## config.mk

```make
export PLATFORM = sky130hd
export DESIGN_NAME = ring_first_fit_wavelength_allocator_top
export DESIGN_NICKNAME = d
export VERILOG_FILES = /design/src/rffwa_pkg.sv /design/src/rffwa_hub_lookup.sv /design/src/rffwa_occ_store.sv /design/src/ring_first_fit_wavelength_allocator_top.sv
export SDC_FILE = /design/constraint.sdc
export NUM_CORES = 1
export LEC_CHECK = 0
export ABC_AREA = 0
export BUFFER_PORTS_ARGS = -buffer_cell sky130_fd_sc_hd__buf_2
export CAP_MARGIN = 5
export CELL_PAD_IN_SITES_DETAIL_PLACEMENT = 1
export CELL_PAD_IN_SITES_GLOBAL_PLACEMENT = 2
export CORE_MARGIN = 2
export CORE_UTILIZATION = 35
export DETAILED_ROUTE_END_ITERATION = 8
export GPL_TIMING_DRIVEN = 0
export MAX_ROUTING_LAYER = met4
export PLACE_DENSITY = 0.82
export RECOVER_POWER = 25
export SLEW_MARGIN = 20
export SYNTH_ARGS = -nofsm -noshare
export SYNTH_HDL_FRONTEND = slang
export SYNTH_HIERARCHICAL = 1
export SYNTH_SLANG_ARGS = --single-unit
export TNS_END_PERCENT = 50
```

## constraint.sdc

```tcl
create_clock -name clk -period 4.3 [get_ports clk]
set_input_delay 0.645 -clock clk [delete_from_list [all_inputs] [get_ports clk]]
set_output_delay 0.645 -clock clk [all_outputs]
set_load 0.01 [all_outputs]
```

## src/rffwa_pkg.sv

```systemverilog
package rffwa_pkg;

  // Ring geometry.
  localparam int RING_HUBS = 16;
  localparam int HUB_W     = 4;
  localparam int RING_W    = RING_HUBS * HUB_W;

  // Configuration register indexes.
  localparam int CFG_IDX_W = 1;
  localparam logic [CFG_IDX_W-1:0] CFG_WL_IN_USE  = 1'b0;
  localparam logic [CFG_IDX_W-1:0] CFG_RING_ORDER = 1'b1;

  // Operation codes.
  localparam logic OP_ALLOCATE = 1'b0;
  localparam logic OP_CLEAR    = 1'b1;

  // Register widths and reset values.
  localparam int WL_CFG_W = 6;
  localparam int WL_IDX_W = 6;
  localparam int WL_OUT_W = 5;
  localparam int STATUS_W = 2;
  localparam logic [WL_CFG_W-1:0] WL_IN_USE_RST  = 6'd32;
  localparam logic [RING_W-1:0]   RING_ORDER_RST = 64'h48CDEFBA95673210;

  // Result status codes.
  typedef enum logic [STATUS_W-1:0] {
    ST_GRANTED   = 2'd0,
    ST_NONE_FREE = 2'd1,
    ST_CLEARED   = 2'd2
  } status_t;

  // Sequencer states.
  typedef enum logic [2:0] {
    S_IDLE,
    S_LOOKUP,
    S_UNION,
    S_PICK,
    S_MARK,
    S_DONE
  } state_t;

  // Result of a hub position search.
  typedef struct packed {
    logic             found;
    logic [HUB_W-1:0] pos;
  } pos_t;

  // Control of the occupancy store.
  typedef struct packed {
    logic             clr;
    logic             set;
    logic [HUB_W-1:0] ptr;
  } occ_ctl_t;

endpackage

```

## src/rffwa_hub_lookup.sv

```systemverilog
module rffwa_hub_lookup (
  input  logic [rffwa_pkg::RING_W-1:0] ring_order,
  input  logic [rffwa_pkg::HUB_W-1:0]  hub,
  output rffwa_pkg::pos_t              pos
);

  // Lowest ring position holding the hub id wins.
  always_comb begin
    pos = '0;
    for (int p = rffwa_pkg::RING_HUBS - 1; p >= 0; p--) begin
      if (ring_order[p*rffwa_pkg::HUB_W +: rffwa_pkg::HUB_W] == hub) begin
        pos.found = 1'b1;
        pos.pos   = rffwa_pkg::HUB_W'(p);
      end
    end
  end

endmodule

```

## src/rffwa_occ_store.sv

```systemverilog
module rffwa_occ_store #(
  parameter int WIDTH = 32
) (
  input  logic                 clk,
  input  logic                 rst_n,
  input  rffwa_pkg::occ_ctl_t  ctl,
  input  logic [WIDTH-1:0]     set_mask,
  output logic [WIDTH-1:0]     rd_data
);

  logic [WIDTH-1:0] occ_r   [rffwa_pkg::RING_HUBS];
  logic [WIDTH-1:0] occ_nxt [rffwa_pkg::RING_HUBS];

  // One segment is read per cycle, at the walk pointer.
  assign rd_data = occ_r[ctl.ptr];

  // A clear empties every segment; a set marks one wavelength on one segment.
  always_comb begin
    for (int p = 0; p < rffwa_pkg::RING_HUBS; p++) begin
      occ_nxt[p] = occ_r[p];
    end
    if (ctl.clr) begin
      for (int p = 0; p < rffwa_pkg::RING_HUBS; p++) begin
        occ_nxt[p] = '0;
      end
    end else if (ctl.set) begin
      occ_nxt[ctl.ptr] = occ_r[ctl.ptr] | set_mask;
    end
  end

  always_ff @(posedge clk) begin
    for (int p = 0; p < rffwa_pkg::RING_HUBS; p++) begin
      if (!rst_n) begin
        occ_r[p] <= '0;
      end else begin
        occ_r[p] <= occ_nxt[p];
      end
    end
  end

endmodule

```

## src/ring_first_fit_wavelength_allocator_top.sv

```systemverilog
// First-fit wavelength allocator for one unidirectional ring of sixteen hubs. An allocate
// transaction (tuser low) names a source and destination hub; the block finds both in the
// configured ring order, walks the segments from source to destination once to collect the
// busy wavelengths, picks the lowest free one below the usable count, and walks the same
// segments again to mark it busy. One segment is visited per cycle by the walk pointer of
// the single-ported occupancy store, so a granted allocation over D segments walks them
// twice and one that finds no free wavelength walks them once; a clear, a same-hub request
// or an unknown hub walks no segment and goes from lookup straight to the result hand-off.
// One transaction is in flight at a time; the result sits in an output register,
// and a result still waiting there holds the block in its hand-off state until it is taken.
module ring_first_fit_wavelength_allocator_top #(
  parameter int WL_SLOTS = 32
) (
  input  logic                              clk,
  input  logic                              rst_n,
  // Request channel.
  input  logic                              in_tvalid,
  output logic                              in_tready,
  input  logic [7:0]                        in_tdata,  // [3:0] source_hub, [7:4] dest_hub
  input  logic                              in_tuser,  // [0] operation
  // Result channel.
  output logic                              out_tvalid,
  input  logic                              out_tready,
  output logic [7:0]                        out_tdata, // [1:0] status, [6:2] wavelength
  // Configuration write channel.
  input  logic                              cfg_valid,
  output logic                              cfg_ready,
  input  logic [rffwa_pkg::CFG_IDX_W-1:0]   cfg_index,
  input  logic [rffwa_pkg::RING_W-1:0]      cfg_data
);

  localparam int CNT_W = rffwa_pkg::WL_IDX_W + 1;
  localparam logic [CNT_W-1:0] MAX_CNT = CNT_W'(WL_SLOTS);

  // Configuration registers.
  logic [rffwa_pkg::WL_CFG_W-1:0] wl_use_r;
  logic [rffwa_pkg::RING_W-1:0]   ring_r;

  // Sequencer state and request registers.
  rffwa_pkg::state_t              state_r, state_nxt;
  logic                           op_r, op_nxt;
  logic [rffwa_pkg::HUB_W-1:0]    src_r, src_nxt;
  logic [rffwa_pkg::HUB_W-1:0]    dst_r, dst_nxt;
  logic [rffwa_pkg::HUB_W-1:0]    ps_r, ps_nxt;
  logic [rffwa_pkg::HUB_W-1:0]    pd_r, pd_nxt;
  logic [rffwa_pkg::HUB_W-1:0]    ptr_r, ptr_nxt;
  logic [WL_SLOTS-1:0]            busy_r, busy_nxt;
  logic [rffwa_pkg::WL_IDX_W-1:0] wl_r, wl_nxt;
  rffwa_pkg::status_t             res_status_r, res_status_nxt;
  logic [rffwa_pkg::WL_OUT_W-1:0] res_wl_r, res_wl_nxt;

  // Output register.
  logic                           out_valid_r, out_valid_nxt;
  rffwa_pkg::status_t             out_status_r, out_status_nxt;
  logic [rffwa_pkg::WL_OUT_W-1:0] out_wl_r, out_wl_nxt;

  // Datapath signals.
  rffwa_pkg::pos_t                src_pos, dst_pos;
  rffwa_pkg::occ_ctl_t            occ_ctl;
  logic [WL_SLOTS-1:0]            set_mask;
  logic [WL_SLOTS-1:0]            occ_rd;
  logic [CNT_W-1:0]               wl_cnt;
  logic [WL_SLOTS-1:0]            cnt_mask;
  logic [WL_SLOTS-1:0]            free_vec;
  logic [rffwa_pkg::WL_IDX_W-1:0] first_free;
  logic [rffwa_pkg::HUB_W-1:0]    ptr_inc;

  // Hub position searches over the ring order.
  rffwa_hub_lookup u_src_lookup (
    .ring_order (ring_r),
    .hub        (src_r),
    .pos        (src_pos)
  );

  rffwa_hub_lookup u_dst_lookup (
    .ring_order (ring_r),
    .hub        (dst_r),
    .pos        (dst_pos)
  );

  // Per-segment occupancy.
  rffwa_occ_store #(
    .WIDTH (WL_SLOTS)
  ) u_occ_store (
    .clk      (clk),
    .rst_n    (rst_n),
    .ctl      (occ_ctl),
    .set_mask (set_mask),
    .rd_data  (occ_rd)
  );

  // Configuration writes are always taken; an unused index changes nothing.
  assign cfg_ready = 1'b1;

  always_ff @(posedge clk) begin
    if (!rst_n) begin
      wl_use_r <= rffwa_pkg::WL_IN_USE_RST;
      ring_r   <= rffwa_pkg::RING_ORDER_RST;
    end else if (cfg_valid) begin
      case (cfg_index)
        rffwa_pkg::CFG_WL_IN_USE:  wl_use_r <= cfg_data[rffwa_pkg::WL_CFG_W-1:0];
        rffwa_pkg::CFG_RING_ORDER: ring_r   <= cfg_data;
        default: ;
      endcase
    end
  end

  // Usable count: zero acts as one, anything above the store width is clipped.
  always_comb begin
    wl_cnt = (wl_use_r == '0) ? CNT_W'(1) : {1'b0, wl_use_r};
    if (wl_cnt > MAX_CNT) begin
      wl_cnt = MAX_CNT;
    end
    for (int i = 0; i < WL_SLOTS; i++) begin
      cnt_mask[i] = (CNT_W'(i) < wl_cnt);
    end
  end

  // Lowest free wavelength among the usable ones.
  assign free_vec = ~busy_r & cnt_mask;

  always_comb begin
    first_free = '0;
    for (int i = WL_SLOTS - 1; i >= 0; i--) begin
      if (free_vec[i]) begin
        first_free = rffwa_pkg::WL_IDX_W'(i);
      end
    end
  end

  assign ptr_inc  = ptr_r + 1'b1;
  assign set_mask = WL_SLOTS'(1) << wl_r;

  // Sequencer: lookup, busy union walk, pick, mark walk, result hand-off.
  always_comb begin
    state_nxt      = state_r;
    op_nxt         = op_r;
    src_nxt        = src_r;
    dst_nxt        = dst_r;
    ps_nxt         = ps_r;
    pd_nxt         = pd_r;
    ptr_nxt        = ptr_r;
    busy_nxt       = busy_r;
    wl_nxt         = wl_r;
    res_status_nxt = res_status_r;
    res_wl_nxt     = res_wl_r;
    out_valid_nxt  = out_valid_r & ~out_tready;
    out_status_nxt = out_status_r;
    out_wl_nxt     = out_wl_r;
    in_tready      = 1'b0;
    occ_ctl        = '0;
    occ_ctl.ptr    = ptr_r;

    case (state_r)
      rffwa_pkg::S_IDLE: begin
        in_tready = 1'b1;
        if (in_tvalid) begin
          op_nxt    = in_tuser;
          src_nxt   = in_tdata[3:0];
          dst_nxt   = in_tdata[7:4];
          state_nxt = rffwa_pkg::S_LOOKUP;
        end
      end

      rffwa_pkg::S_LOOKUP: begin
        res_wl_nxt = '0;
        state_nxt  = rffwa_pkg::S_DONE;
        if (op_r == rffwa_pkg::OP_CLEAR) begin
          occ_ctl.clr    = 1'b1;
          res_status_nxt = rffwa_pkg::ST_CLEARED;
        end else if (!src_pos.found || !dst_pos.found) begin
          res_status_nxt = rffwa_pkg::ST_NONE_FREE;
        end else if (src_pos.pos == dst_pos.pos) begin
          res_status_nxt = rffwa_pkg::ST_GRANTED;
        end else begin
          ps_nxt    = src_pos.pos;
          pd_nxt    = dst_pos.pos;
          ptr_nxt   = src_pos.pos;
          busy_nxt  = '0;
          state_nxt = rffwa_pkg::S_UNION;
        end
      end

      rffwa_pkg::S_UNION: begin
        busy_nxt = busy_r | occ_rd;
        ptr_nxt  = ptr_inc;
        if (ptr_inc == pd_r) begin
          state_nxt = rffwa_pkg::S_PICK;
        end
      end

      rffwa_pkg::S_PICK: begin
        if (|free_vec) begin
          wl_nxt    = first_free;
          ptr_nxt   = ps_r;
          state_nxt = rffwa_pkg::S_MARK;
        end else begin
          res_status_nxt = rffwa_pkg::ST_NONE_FREE;
          res_wl_nxt     = '0;
          state_nxt      = rffwa_pkg::S_DONE;
        end
      end

      rffwa_pkg::S_MARK: begin
        occ_ctl.set = 1'b1;
        ptr_nxt     = ptr_inc;
        if (ptr_inc == pd_r) begin
          res_status_nxt = rffwa_pkg::ST_GRANTED;
          res_wl_nxt     = wl_r[rffwa_pkg::WL_OUT_W-1:0];
          state_nxt      = rffwa_pkg::S_DONE;
        end
      end

      rffwa_pkg::S_DONE: begin
        if (!out_valid_r || out_tready) begin
          out_valid_nxt  = 1'b1;
          out_status_nxt = res_status_r;
          out_wl_nxt     = res_wl_r;
          state_nxt      = rffwa_pkg::S_IDLE;
        end
      end

      default: begin
        state_nxt = rffwa_pkg::S_IDLE;
      end
    endcase
  end

  // Control registers.
  always_ff @(posedge clk) begin
    if (!rst_n) begin
      state_r     <= rffwa_pkg::S_IDLE;
      out_valid_r <= 1'b0;
    end else begin
      state_r     <= state_nxt;
      out_valid_r <= out_valid_nxt;
    end
  end

  // Payload registers.
  always_ff @(posedge clk) begin
    op_r         <= op_nxt;
    src_r        <= src_nxt;
    dst_r        <= dst_nxt;
    ps_r         <= ps_nxt;
    pd_r         <= pd_nxt;
    ptr_r        <= ptr_nxt;
    busy_r       <= busy_nxt;
    wl_r         <= wl_nxt;
    res_status_r <= res_status_nxt;
    res_wl_r     <= res_wl_nxt;
    out_status_r <= out_status_nxt;
    out_wl_r     <= out_wl_nxt;
  end

  assign out_tvalid = out_valid_r;
  assign out_tdata  = {1'b0, out_wl_r, out_status_r};

  // The walk pointer never stands on the destination position while walking.
  a_walk_stops_at_dest: assert property (@(posedge clk) disable iff (!rst_n)
    (state_r == rffwa_pkg::S_UNION || state_r == rffwa_pkg::S_MARK) |-> ptr_r != pd_r)
    else $error("walk pointer reached destination position");

  // A wavelength being marked was free on every walked segment.
  a_mark_was_free: assert property (@(posedge clk) disable iff (!rst_n)
    state_r == rffwa_pkg::S_MARK |-> (occ_rd & set_mask) == '0)
    else $error("marking a wavelength that is already busy");

  // Only a grant carries a nonzero wavelength.
  a_wl_zero_unless_granted: assert property (@(posedge clk) disable iff (!rst_n)
    (out_valid_r && out_status_r != rffwa_pkg::ST_GRANTED) |-> out_wl_r == '0)
    else $error("nonzero wavelength without a grant");

  // A result is only produced as the sequencer leaves its hand-off state.
  a_result_from_done: assert property (@(posedge clk) disable iff (!rst_n)
    $rose(out_valid_r) |-> $past(state_r) == rffwa_pkg::S_DONE)
    else $error("result appeared outside hand-off");

endmodule
```

After elaboration in Yosys (flattened, before gate mapping)
Memory sizes are Yosys's and may differ from the RTL's. A register that Yosys moved wholly into a read port is not among the register bits.
Index checks and enable logic that the tools add are counted.
- register bits: 147
- bits in writable memories: 512
- output and inout port bits: 11
- memories kept: 1
- $add $sub $neg: 1
- $lt $le $gt $ge: 35
- equality and inequality tests: 49
- shift operators: 1
- multiplexer cells: 122
- bitwise operators: 27
- reductions and logical operators: 29
- memory list (name ; words ; width ; read ports ; clocked after Yosys merged registers in ; wr ports ; line ; source):
    u_occ_store.occ_r ; 16 ; 32 ; 17 ; 1 ; 16 ; rffwa_occ_store.sv:11 ; logic [WIDTH-1:0] occ_r [rffwa_pkg::RING_HUBS];
- operator list (kind ; number):
    $mux 512 ; 2
    $mux 32 ; 20
    $bwmux 512 ; 1
    $mux 5 ; 50
    $eq 4x4->1 ; 34
    $demux 32 s4 ; 1
    $lt 5x7->1 const A ; 16
    $or 32x32->32 ; 2
    $pmux 32 s2 ; 1
    $lt 4x7->1 const A ; 8
    $mux 4 ; 13
    $mux 3 ; 11
    $and 32x32->32 ; 1
    $not 32->32 ; 1
    $reduce_or 32->1 ; 1
    $shl 1x6->32 const A ; 1
    $reduce_or 31->1 ; 1
    $lt 3x7->1 const A ; 4
    $ne 2x2->1 const B ; 9
    $pmux 3 s6 ; 1
    $or 1x1->1 ; 16
    $reduce_and 4->1 ; 4
    $reduce_or 16->1 ; 1
    $pmux 5 s3 ; 1
    other kinds (31) ; 64

Longest topological paths before layout
Gate-level depths: netlist of the first run.
- depth in word-level cells: 37
- mapped depth: 13
- depth with buffers taken out: 11

Hierarchy
The synthesis of the first run kept the hierarchy.
- by module, submodules not included (module ; times used ; cells each ; area each (sq um)):
    rffwa_occ_store ; 1 ; 2416 ; 21755.9
    ring_first_fit_wavelength_allocator_top ; 1 ; 714 ; 6847.8
    rffwa_hub_lookup ; 2 ; 116 ; 913.4

Worst setup path before layout of the first run
Ideal clock, no wire load.
- path kind: register to register
- from: register src_r[2] (netlist bit)
- to: register busy_r[0] (enable)
- setup time: 0.467 ns
- data arrival time: 3.394 ns
- required time: 3.833 ns
- path slack: 0.439 ns
- cell stages (with the launch flop): 11
- path buffers: 1
- path through: edfxtp_1 buf_6 xnor2_1 and4_4 or4b_1 and4b_1 nor2b_1 xnor2_1 a41oi_1 nand2_1 o21ai_0
- RTL lines (what ; line ; source):
    from (decl) ; ring_first_fit_wavelength_allocator_top.sv:42 ; logic [rffwa_pkg::HUB_W-1:0] src_r, src_nxt;
    from (signal assigned) ; ring_first_fit_wavelength_allocator_top.sv:243 ; src_r <= src_nxt;
    to (signal assigned) ; ring_first_fit_wavelength_allocator_top.sv:248 ; busy_r <= busy_nxt;
    to (decl) ; ring_first_fit_wavelength_allocator_top.sv:47 ; logic [WL_SLOTS-1:0] busy_r, busy_nxt;

==> impl_metrics.tcl, run 1 <==
set metrics [dict create \
    status "finished, final reports clean" \
    worst_pin_slew_ns 1.21 \
    coreArea_um2 86500 \
    utilization_pct 40.3 \
    grt_pass1_wl_mm 197 \
    swShare_pct 45.9 \
    reg2reg_depth 13 \
    synth-seq-cells 658 \
    io_buffers 87 \
    drt_drc_violations_left 0 \
    ir_drop_uv 348 \
    p_int_mw 13.2 \
    drive_gt1_share_pct 8.61 \
    fin_nets 3608 \
    yosys_warnings 6 \
    grt_antenna_before_repair 4 \
    post-route-period-util_pct 93.9 \
    area_growth_pct 14.5 \
    grt_max_degree 25 \
    rows 108 \
    die_area_um2 89300 \
    yosys_most_used_dff "dfxtp_1" \
    ys_types 82 \
    power_frac_seq_pct 28.8 \
    clk_latency_ns 0.64 \
    slew_viol_final 0 \
    path_class "flop to flop" \
    cts.reportedPaths.clkPinSlew_ns 0.06 \
    arrival_ns 4.30 \
    cts_resized 0 \
    netlist_area_um2 30400 \
    track_usage_pct 30.0 \
    post_cts_buffers 0 \
    finClkSkew_ns 0.0266 \
    cts_max_level 3 \
    whs_path_depth 1 \
    r2r_start "dst_r[3]$_DFFE_PP_" \
    critPathMaxFanout 10 \
    first_pass_iters 6 \
    combPwrFrac_pct 44.1 \
    finalSetupViolations 0 \
    cts-root-buf "clkbuf_16" \
    p_leak_nw 13.0 \
    start_util_pct 35.2 \
    cts.sinks 658 \
    synth_edf_count 72 \
    max_freq_ghz 0.248 \
    power_density_nw_per_um2 697 \
    syn_inst 3362 \
    endpoint_kind "flop" \
    whs_ns 0.190 \
    rr_endpoint "ptr_r[2]$_DFFE_PP_" \
    layout_min_cycle_time_ns 4.04 \
    grt_pass1_vias 29100 \
    fillCellCount 10200 \
    grt-ovfl-total 0 \
    drt_iter0_markers 3073 \
    cp.required_ns 4.56 \
    cts_tree "done" \
    vias_per_cell 6.20 \
    cts_hold_buf 0 \
    routabilityCongestion 0.930 \
    synthesis.nets 3442 \
    routed_wl_mm 133 \
    maxCapViolCount 0 \
    wl_per_cell_um 28.1 \
    start_kind "flop" \
    slew_headroom_pct 17.4 \
    r2r_slack_ns 0.26 \
    numCtsBuffers 76 \
    clockBufferDepth 3 \
    async_flop_share_pct 0 \
    setup_tns_ns 0 \
    drtAntennaViolNets 0 \
    p_switching_mw 11.1 \
    hold_viol_final 0 \
    fp.dieW_um 299 \
    hold_start "in_tdata[2]" \
    dieHeight_um 299 \
    hold_class "primary input to flop" \
    avgSynthCellArea_um2 9.05 \
    rsz0062_at_grt "no" \
    place_hpwl_mm 92.6 \
    vias 29400 \
    clkPwrFrac_pct 27.1 \
    hold_end "src_r[2]$_DFFE_PP_" \
    yosysSeqAreaShare_pct 45.7 \
    io_pins 90 \
]
==> power groups by stage <==
stage | clock [mW] | combinational [mW] | sequential (mW)
2_1_floorplan | 0 | 6.10 | 7.02
3_3_place_gp | 0 | 10.2 | 7.11
3_5_place_dp | 0 | 10.3 | 7.11
4_1_cts | 6.67 | 10.3 | 6.98
5_1_grt | 6.93 | 11.1 | 7.03
6_report | 6.58 | 10.7 | 6.99
==> worst max-delay path, stage by stage, from the launching register on <==
cell and delay [ns]:
edfxtp_1 0.34, buf_4 0.19, clkbuf_1 0.61, xnor2_1 0.19, nand4_1 0.28, a21boi_0 0.30
o2111ai_1 0.13, o2bb2ai_1 0.22, xnor2_1 0.11, a41oi_1 0.52, nand2_1 0.15, nand2_1 0.10
nor4_1 0.08, o31ai_2 0.43
==> synth_stat cells, drive strengths merged, types with 4 or more instances <==
cell / count / area, um2
a31oi: 521 / 3260
nand4: 35 / 219
xor2: 26 / 228
nor2: 203 / 772
a41oi: 4 / 35.0
nand3: 38 / 195
clkbuf: 204 / 769
nor3: 8 / 51.3
and4: 4 / 40.0
o31ai: 4 / 30.0
nand2b: 16 / 100
mux2i: 293 / 2930
o21ai: 529 / 2660
a211oi: 10 / 80.1
nor4: 8 / 65.1
dfxtp: 586 / 11700
nand3b: 9 / 67.6
or3: 5 / 36.3
and2: 15 / 93.8
nand2: 236 / 891
inv: 10 / 37.5
xnor2: 112 / 981
o21bai: 7 / 52.6
edfxtp: 72 / 2160
o22ai: 4 / 25.0
o211ai: 6 / 45.0
nor2b: 19 / 119
a21boi: 37 / 278
o21a: 35 / 264
a21oi: 25 / 125
a22oi: 131 / 983
buf: 96 / 612
==> cell families after synthesis <==
kind of cell | share of synthesized area, %
multiplexers | 9.64
buffers and inverters | 4.66
XOR/XNOR | 3.97
AND/OR/NAND/NOR | 9.38
other | 0.0247
adder cells (fa/ha/maj) | 0.0411
AO/OA/AOI/OAI | 26.6
flip-flops | 45.7
==> state kept, by name (all words and copies together) (netlist names) <==
name,flops
u_occ_store/occ_r,512
ring_r,64
busy_r,32
wl_use_r,6
out_wl_r,5
res_wl_r,5
wl_r,5
dst_r,4
pd_r,4
ps_r,4
ptr_r,4
src_r,4
state_r,3
out_status_r,2
res_status_r,2
op_r,1
out_tvalid,1
==> through the flow <==
stage | instance area (um2) | power (mW) | instances | setup WS [ns]
detailed placement | 32400 | 17.4 | 4605 | 0.217
finish | 34800 | 24.3 | 4745 | 0.262
global placement | 32300 | 17.3 | 4604 | -0.880
CTS | 34900 | 24.0 | 4744 | 0.154
global route | 34800 | 25.1 | 4745 | 0.0322
floorplan | 30400 | 13.1 | 3362 | 0.439
==> final cells by class <==
cell class,instances,area (um2),area share (%)
plain buffers,300,1350,3.88
multi-input cells,2394,15100,43.4
diodes,1,2.50,0.00718
flip-flops and latches,658,13900,39.9
clock inverters,22,155,0.445
inverters,10,37.5,0.108
repair buffers,88,448,1.29
well taps,1155,1450,4.15
clock buffers,117,2380,6.83
==> layer usage <==
metal	GRT usage, %	vias up	routed length [um]
li1	-	12900	-
met1	39.9	14800	57500
met2	45.0	1331	59000
met3	6.17	292	11900
met4	11.0	0	5000
met5	-	-	0
==> cells in the final DEF (no fill, tap or decap), types with 5 or more instances in the layout <==
cell and count:
nand2_1 234, inv_1 10, a31oi_1 521, clkbuf_16 80, a22oi_1 131, xor2_1 26
and2_0 6, clkinv_2 15, nor4_1 7, a211oi_1 9, mux2i_1 293, a21boi_0 37
o21a_1 34, xnor2_1 112, nand3b_1 9, o211ai_1 6, nand2b_1 16, o21ai_0 483
nor3_1 7, buf_6 9, buf_2 113, o21bai_1 7, buf_4 29, nand3_1 37
clkbuf_1 237, nor2_2 5, o21ai_1 43, clkbuf_8 24, a21oi_1 25, and2_1 9
edfxtp_1 72, dfxtp_1 586, nor2_1 197, nand4_1 35, buf_1 10, nor2b_1 19
==> how the worst max path moves through the flow <==
stage,cells past startpoint,to,slack [ns],startpoint
2_1_floorplan,10,busy_r[0]$_SDFFCE_PN0P_,0.44,src_r[2]$_DFFE_PP_
3_3_place_gp,10,busy_r[8]$_SDFFCE_PN0P_,-0.88,src_r[1]$_DFFE_PP_
3_5_place_dp,12,ptr_r[0]$_DFFE_PP_,0.22,src_r[0]$_DFFE_PP_
4_1_cts,12,ptr_r[0]$_DFFE_PP_,0.15,src_r[0]$_DFFE_PP_
5_1_grt,13,ptr_r[2]$_DFFE_PP_,0.03,dst_r[3]$_DFFE_PP_
6_report,13,ptr_r[2]$_DFFE_PP_,0.26,dst_r[3]$_DFFE_PP_
(Power assumes the default switching activity.)
==> run 2, diff against run 1 <==
Settings changed: ABC_AREA 0 to default, REMOVE_ABC_BUFFERS from default to 1.
Clock period 4.3 ns to 4.45 ns, I/O delays scaled along.
==> impl_metrics.tcl, run 2 (same netlist as run 1, synthesis figures left out) <==
set metrics [dict create \
    clk_latency_ns 0.64 \
    cts.sinks 658 \
    hold_class "primary input to flop" \
    place_hpwl_mm 71.4 \
    status "finished with violations" \
    start_kind "flop" \
    worst_pin_slew_ns 3.29 \
    layout_min_cycle_time_ns 4.22 \
    clockBufferDepth 3 \
    cp_slowest_cell "nor4_1" \
    io_buffers 87 \
    endpoint_kind "flop" \
    cts.reportedPaths.clkPinSlew_ns 0.06 \
    drive_gt1_share_pct 10.9 \
    top_register "u_occ_store/occ_r" \
    cp_cell_sequence "buf_4, xor2_1, nor4_1, or4b_1, nand4_1, a41oi_1, xnor2_1, a41oi_1, nand2_1, nand2_1, nor4_1, o31ai_1" \
    coreArea_um2 86500 \
    critPathBufInv 1 \
    slew_headroom_pct -120 \
    ir_drop_uv 316 \
    largest_register_ffs 512 \
    routed_wl_mm 112 \
    critPathMaxFanout 5 \
    cts-root-buf "clkbuf_16" \
    path_class "flop to flop" \
    power_density_nw_per_um2 631 \
    area_growth_pct 17.7 \
    cts_max_level 3 \
    grt_max_degree 77 \
    final_cell_mix "dfxtp_1 (586), a31oi_1 (521), o21ai_0 (474), mux2i_1 (293), nand2_1 (232)" \
    routabilityCongestion 0.895 \
    rows 108 \
    crit_family "compound AO/OA/AOI/OAI gates" \
    numPlacedInstances 4407 \
    finClkSkew_ns 0.0299 \
    track_usage_pct 24.9 \
    fin_nets 3442 \
    cp.required_ns 4.72 \
    top_regs "u_occ_store/occ_r: 512 flops, ring_r: 64 flops, busy_r: 32 flops" \
    cts_tree "done" \
    post-route-period-util_pct 94.8 \
    io_pins 90 \
    numCtsBuffers 73 \
    arrival_ns 4.48 \
    first_pass_iters 5 \
    dieHeight_um 299 \
    rsz0062_at_grt "no" \
    hold_viol_final 0 \
    cts_resized 0 \
    final_common_cell "dfxtp_1" \
    p_leak_nw 13.4 \
    die_area_um2 89300 \
    grt_antenna_before_repair 2 \
    finalSetupViolations 0 \
    maxCapViolCount 2 \
    start_util_pct 35.2 \
    cpPeakStageDelay_ns 0.69 \
    finalPower_mw 22.6 \
    fp.dieW_um 299 \
    stdcell_count 4579 \
    violations "max-capacitance violations, max-slew violations" \
    vias 27400 \
    max_freq_ghz 0.237 \
    vias_per_cell 5.98 \
    drt_drc_violations_left 0 \
    slew_viol_final 95 \
    cts_hold_buf 0 \
    grt-ovfl-total 0 \
    drt_iter0_markers 2151 \
    grt_pass1_vias 27800 \
    drtAntennaViolNets 0 \
    wl_per_cell_um 24.4 \
    grt_pass1_wl_mm 170 \
]
## run 2: changes by cell type in the layout (fill, tap and decap cells not counted), moves of 10 or more
cell      previous run  this run
buf_1               10         0
buf_8                0        21
clkbuf_8            24        10
buf_12               0        27
buf_2              113        75
nor2_4               1        19
nor2_1             197       183
buf_16               1        39
buf_4               29        43
clkbuf_1           237        33
## run 2: path summary, 6_finish.rpt
check / from / to / slack [ns] / depth (start not counted)
worst min-delay path: in_tdata[4] / dst_r[0]$_DFFE_PP_ / 0.21 / 1
worst max register to register: src_r[1]$_DFFE_PP_ / ptr_r[0]$_DFFE_PP_ / 0.23 / 12
worst min register to register: res_wl_r[4]$_SDFFCE_PN0P_ / out_wl_r[4]$_DFFE_PP_ / 0.42 / 0
worst max-delay path: src_r[1]$_DFFE_PP_ / ptr_r[0]$_DFFE_PP_ / 0.23 / 12
## run 2: final cells by class
type	instances	area (um2)
clock buffers	104	2060
fillers	9924	50700
inverters	10	37.5
diodes	2	5.00
flip-flops and latches	658	13900
clock inverters	31	290
repair buffers	225	2760
well taps	1155	1450
multi-input cells	2394	15300
## run 2: routing by layer
metal / global-route usage, % / vias to the layer above / share of wire, % / routed length (um)
met5: - / - / 0 / 0
met4: 9.13 / 0 / 3.7 / 4150
met3: 3.45 / 228 / 5.5 / 6140
met2: 40.1 / 864 / 47 / 52400
met1: 32.0 / 13700 / 44 / 48900
li1: - / 12600 / - / -
## run 2: per-stage QoR
step / hold slack [ns] / TNS [ns] / utilization (%) / area, um2 / setup WS (ns)
finish: 0.207 / 0 / 41.4 / 35800 / 0.233
floorplan: 0.400 / -6780.60 / - / 29000 / -17.72
global placement: 0.409 / - / 35.8 / 30900 / -54.64
CTS: 0.185 / 0 / 41.5 / 35900 / 0.218
detailed placement: 0.406 / -2.48 / 38.4 / 33200 / -0.358
global route: 0.190 / 0 / 41.4 / 35800 / 0.0291
## run 2: timing repair
item,CTS,global route
endpoints found under the setup margin,26,0
setup buffers,35,0
hold endpoints to repair,0,0
## run 2: power by group
group / leakage [nW] / switching, mW / total [mW] / internal (mW)
Clock: 1.16 / 2.62 / 6.01 / 3.39
Combinational: 6.85 / 6.54 / 9.74 / 3.19
Sequential: 5.40 / 0.371 / 6.85 / 6.48
==> run 3, diff against run 2 <==
Settings changed: PLACE_DENSITY 0.82 to default, PLACE_DENSITY_LB_ADDON from default to 0.1.
==> impl_metrics.tcl, run 3 (same netlist as run 1, synthesis figures left out) <==
set metrics [dict create \
    status "finished with violations" \
    violations "max-capacitance violations, max-slew violations" \
    power_density_nw_per_um2 638 \
    drive_gt1_share_pct 11.9 \
    numCtsBuffers 79 \
    coreArea_um2 86500 \
    top_regs "u_occ_store/occ_r: 512 flops, ring_r: 64 flops, busy_r: 32 flops" \
    critPathMaxFanout 9 \
    power_frac_seq_pct 29.5 \
    final_area_um2 36600 \
    whs_ns 0.227 \
    wirelength_met1_mm 54.4 \
    clockBufferDepth 3 \
    final_common_cell "dfxtp_1" \
    dieHeight_um 299 \
    cts.reportedPaths.clkPinSlew_ns 0.06 \
    top_layer "met4" \
    p_leak_nw 13.8 \
    routed-wl-met2_mm 57.7 \
    io_buffers 87 \
    p_switching_mw 9.68 \
    die_area_um2 89300 \
    slew_viol_final 92 \
    layout_min_cycle_time_ns 4.00 \
    maxCapViolCount 2 \
    cp_slowest_cell "o31ai_1" \
    grt_antenna_before_repair 2 \
    start_kind "flop" \
    swShare_pct 41.5 \
    start_util_pct 35.2 \
    cts-root-buf "clkbuf_16" \
    routabilityCongestion 0.789 \
    vias 27900 \
    post-route-period-util_pct 89.8 \
    wl_per_cell_um 26.1 \
    worst_pin_slew_ns 2.19 \
    finalPower_mw 23.4 \
    top_register "u_occ_store/occ_r" \
    slew_headroom_pct -46.1 \
    hold_viol_final 0 \
    fin_nets 3482 \
    cp.required_ns 4.69 \
    cts_tree "done" \
    drt_iter0_markers 1950 \
    first_pass_iters 5 \
    rows 108 \
    dr_wl_met3_mm 5.29 \
    grt_pass1_wl_mm 182 \
    largest_register_ffs 512 \
    rsz0062_at_grt "no" \
    max_freq_ghz 0.250 \
    grt_max_degree 77 \
    cts.sinks 658 \
    io_pins 90 \
    ir_drop_uv 337 \
    place_hpwl_mm 80.0 \
    p_int_mw 13.7 \
    hold_class "primary input to flop" \
    crit_family "compound AO/OA/AOI/OAI gates" \
    vias_per_cell 6.04 \
    path_class "flop to flop" \
    area_growth_pct 20.3 \
    finalSetupViolations 0 \
    cp_cell_sequence "buf_12, xor2_1, nor4_1, or4b_1, nand4_1, a41oi_1, xnor2_1, a41oi_1, nand2_1, nand2_1, nor4_1, o31ai_1" \
    grt_pass1_vias 29300 \
    track_usage_pct 26.9 \
    routed_wl_mm 121 \
    clkPwrFrac_pct 27.3 \
    cpPeakStageDelay_ns 0.60 \
    placed_area_um2 33600 \
    fillCellCount 9728 \
    final_cell_mix "dfxtp_1 (586), a31oi_1 (521), o21ai_0 (474), mux2i_1 (293), nand2_1 (233)" \
    cts_max_level 3 \
    combPwrFrac_pct 43.2 \
    critPathBufInv 1 \
    drt_drc_violations_left 0 \
    clk_latency_ns 0.63 \
    endpoint_kind "flop" \
    drtAntennaViolNets 0 \
    grt-ovfl-total 0 \
    arrival_ns 4.24 \
    fp.dieW_um 299 \
    finClkSkew_ns 0.0268 \
    antennaDiodeCount 0 \
]
run 3: changes by cell type in the layout (fill, tap and decap cells not counted), moves of 4 or more:
cell | previous run | this run
clkbuf_8 | 10 | 15
buf_12 | 27 | 37
buf_4 | 43 | 55
buf_16 | 39 | 50
clkbuf_16 | 74 | 84
clkinv_1 | 8 | 4
clkinv_2 | 15 | 8
clkbuf_1 | 33 | 39
run 3: power groups by stage:
stage               clock network [mW]  registers (mW)  logic, mW
finish                            6.37            6.90       10.1
detailed placement                   0            7.16       9.61
floorplan                            0            7.20       5.24
CTS                               6.51            6.96       9.80
global route                      6.75            6.94       10.7
global placement                     0            7.41       7.38
run 3: worst paths after layout:
path | start | to | slack [ns] | cells after the start
worst max-delay path | src_r[0]$_DFFE_PP_ | ptr_r[2]$_DFFE_PP_ | 0.45 | 12
worst min-delay path | in_tdata[0] | src_r[0]$_DFFE_PP_ | 0.23 | 1
worst max register to register | src_r[0]$_DFFE_PP_ | ptr_r[2]$_DFFE_PP_ | 0.45 | 12
worst min register to register | res_wl_r[0]$_SDFFCE_PN0P_ | out_wl_r[0]$_DFFE_PP_ | 0.42 | 0
run 3: cell type report:
class,count,area (um2),area share (%)
Tap cell,1155,1450,3.95
Clock inverter,19,149,0.407
Clock buffer,124,2400,6.56
Inverter,10,37.5,0.103
Sequential cell,658,13900,38.0
Timing Repair Buffer,259,3350,9.16
Multi-Input combinational cell,2394,15300,41.9
run 3: per-stage QoR:
| step | std cells | TNS (ns) | worst slack [ns] | util, % |
|---|---|---|---|---|
| 6_report | 4619 | 0 | 0.455 | 42.3 |
| 5_1_grt | 4619 | 0 | 0.171 | 42.3 |
| 4_1_cts | 4584 | 0 | 0.00562 | 42.0 |
| 3_5_place_dp | 4422 | -0.193 | -0.0484 | 38.8 |
| 3_3_place_gp | 4304 | - | -61.01 | 35.8 |
| 2_1_floorplan | 3062 | -6780.60 | -17.72 | - |
run 3: per-layer routing:
| layer | track usage, % | vias up |
|---|---|---|
| met1 | 34.7 | 14300 |
| met3 | 3.05 | 213 |
| met5 | - | - |
| met4 | 8.52 | 0 |
| met2 | 44.1 | 739 |
| li1 | - | 12700 |
run 3: repair_timing:
| item | CTS | global route |
|---|---|---|
| resized for setup | 0 | 0 |
| hold buffers | 0 | 0 |
| buffers inserted | 19 | 35 |
| setup endpoints to repair | 4 | 41 |
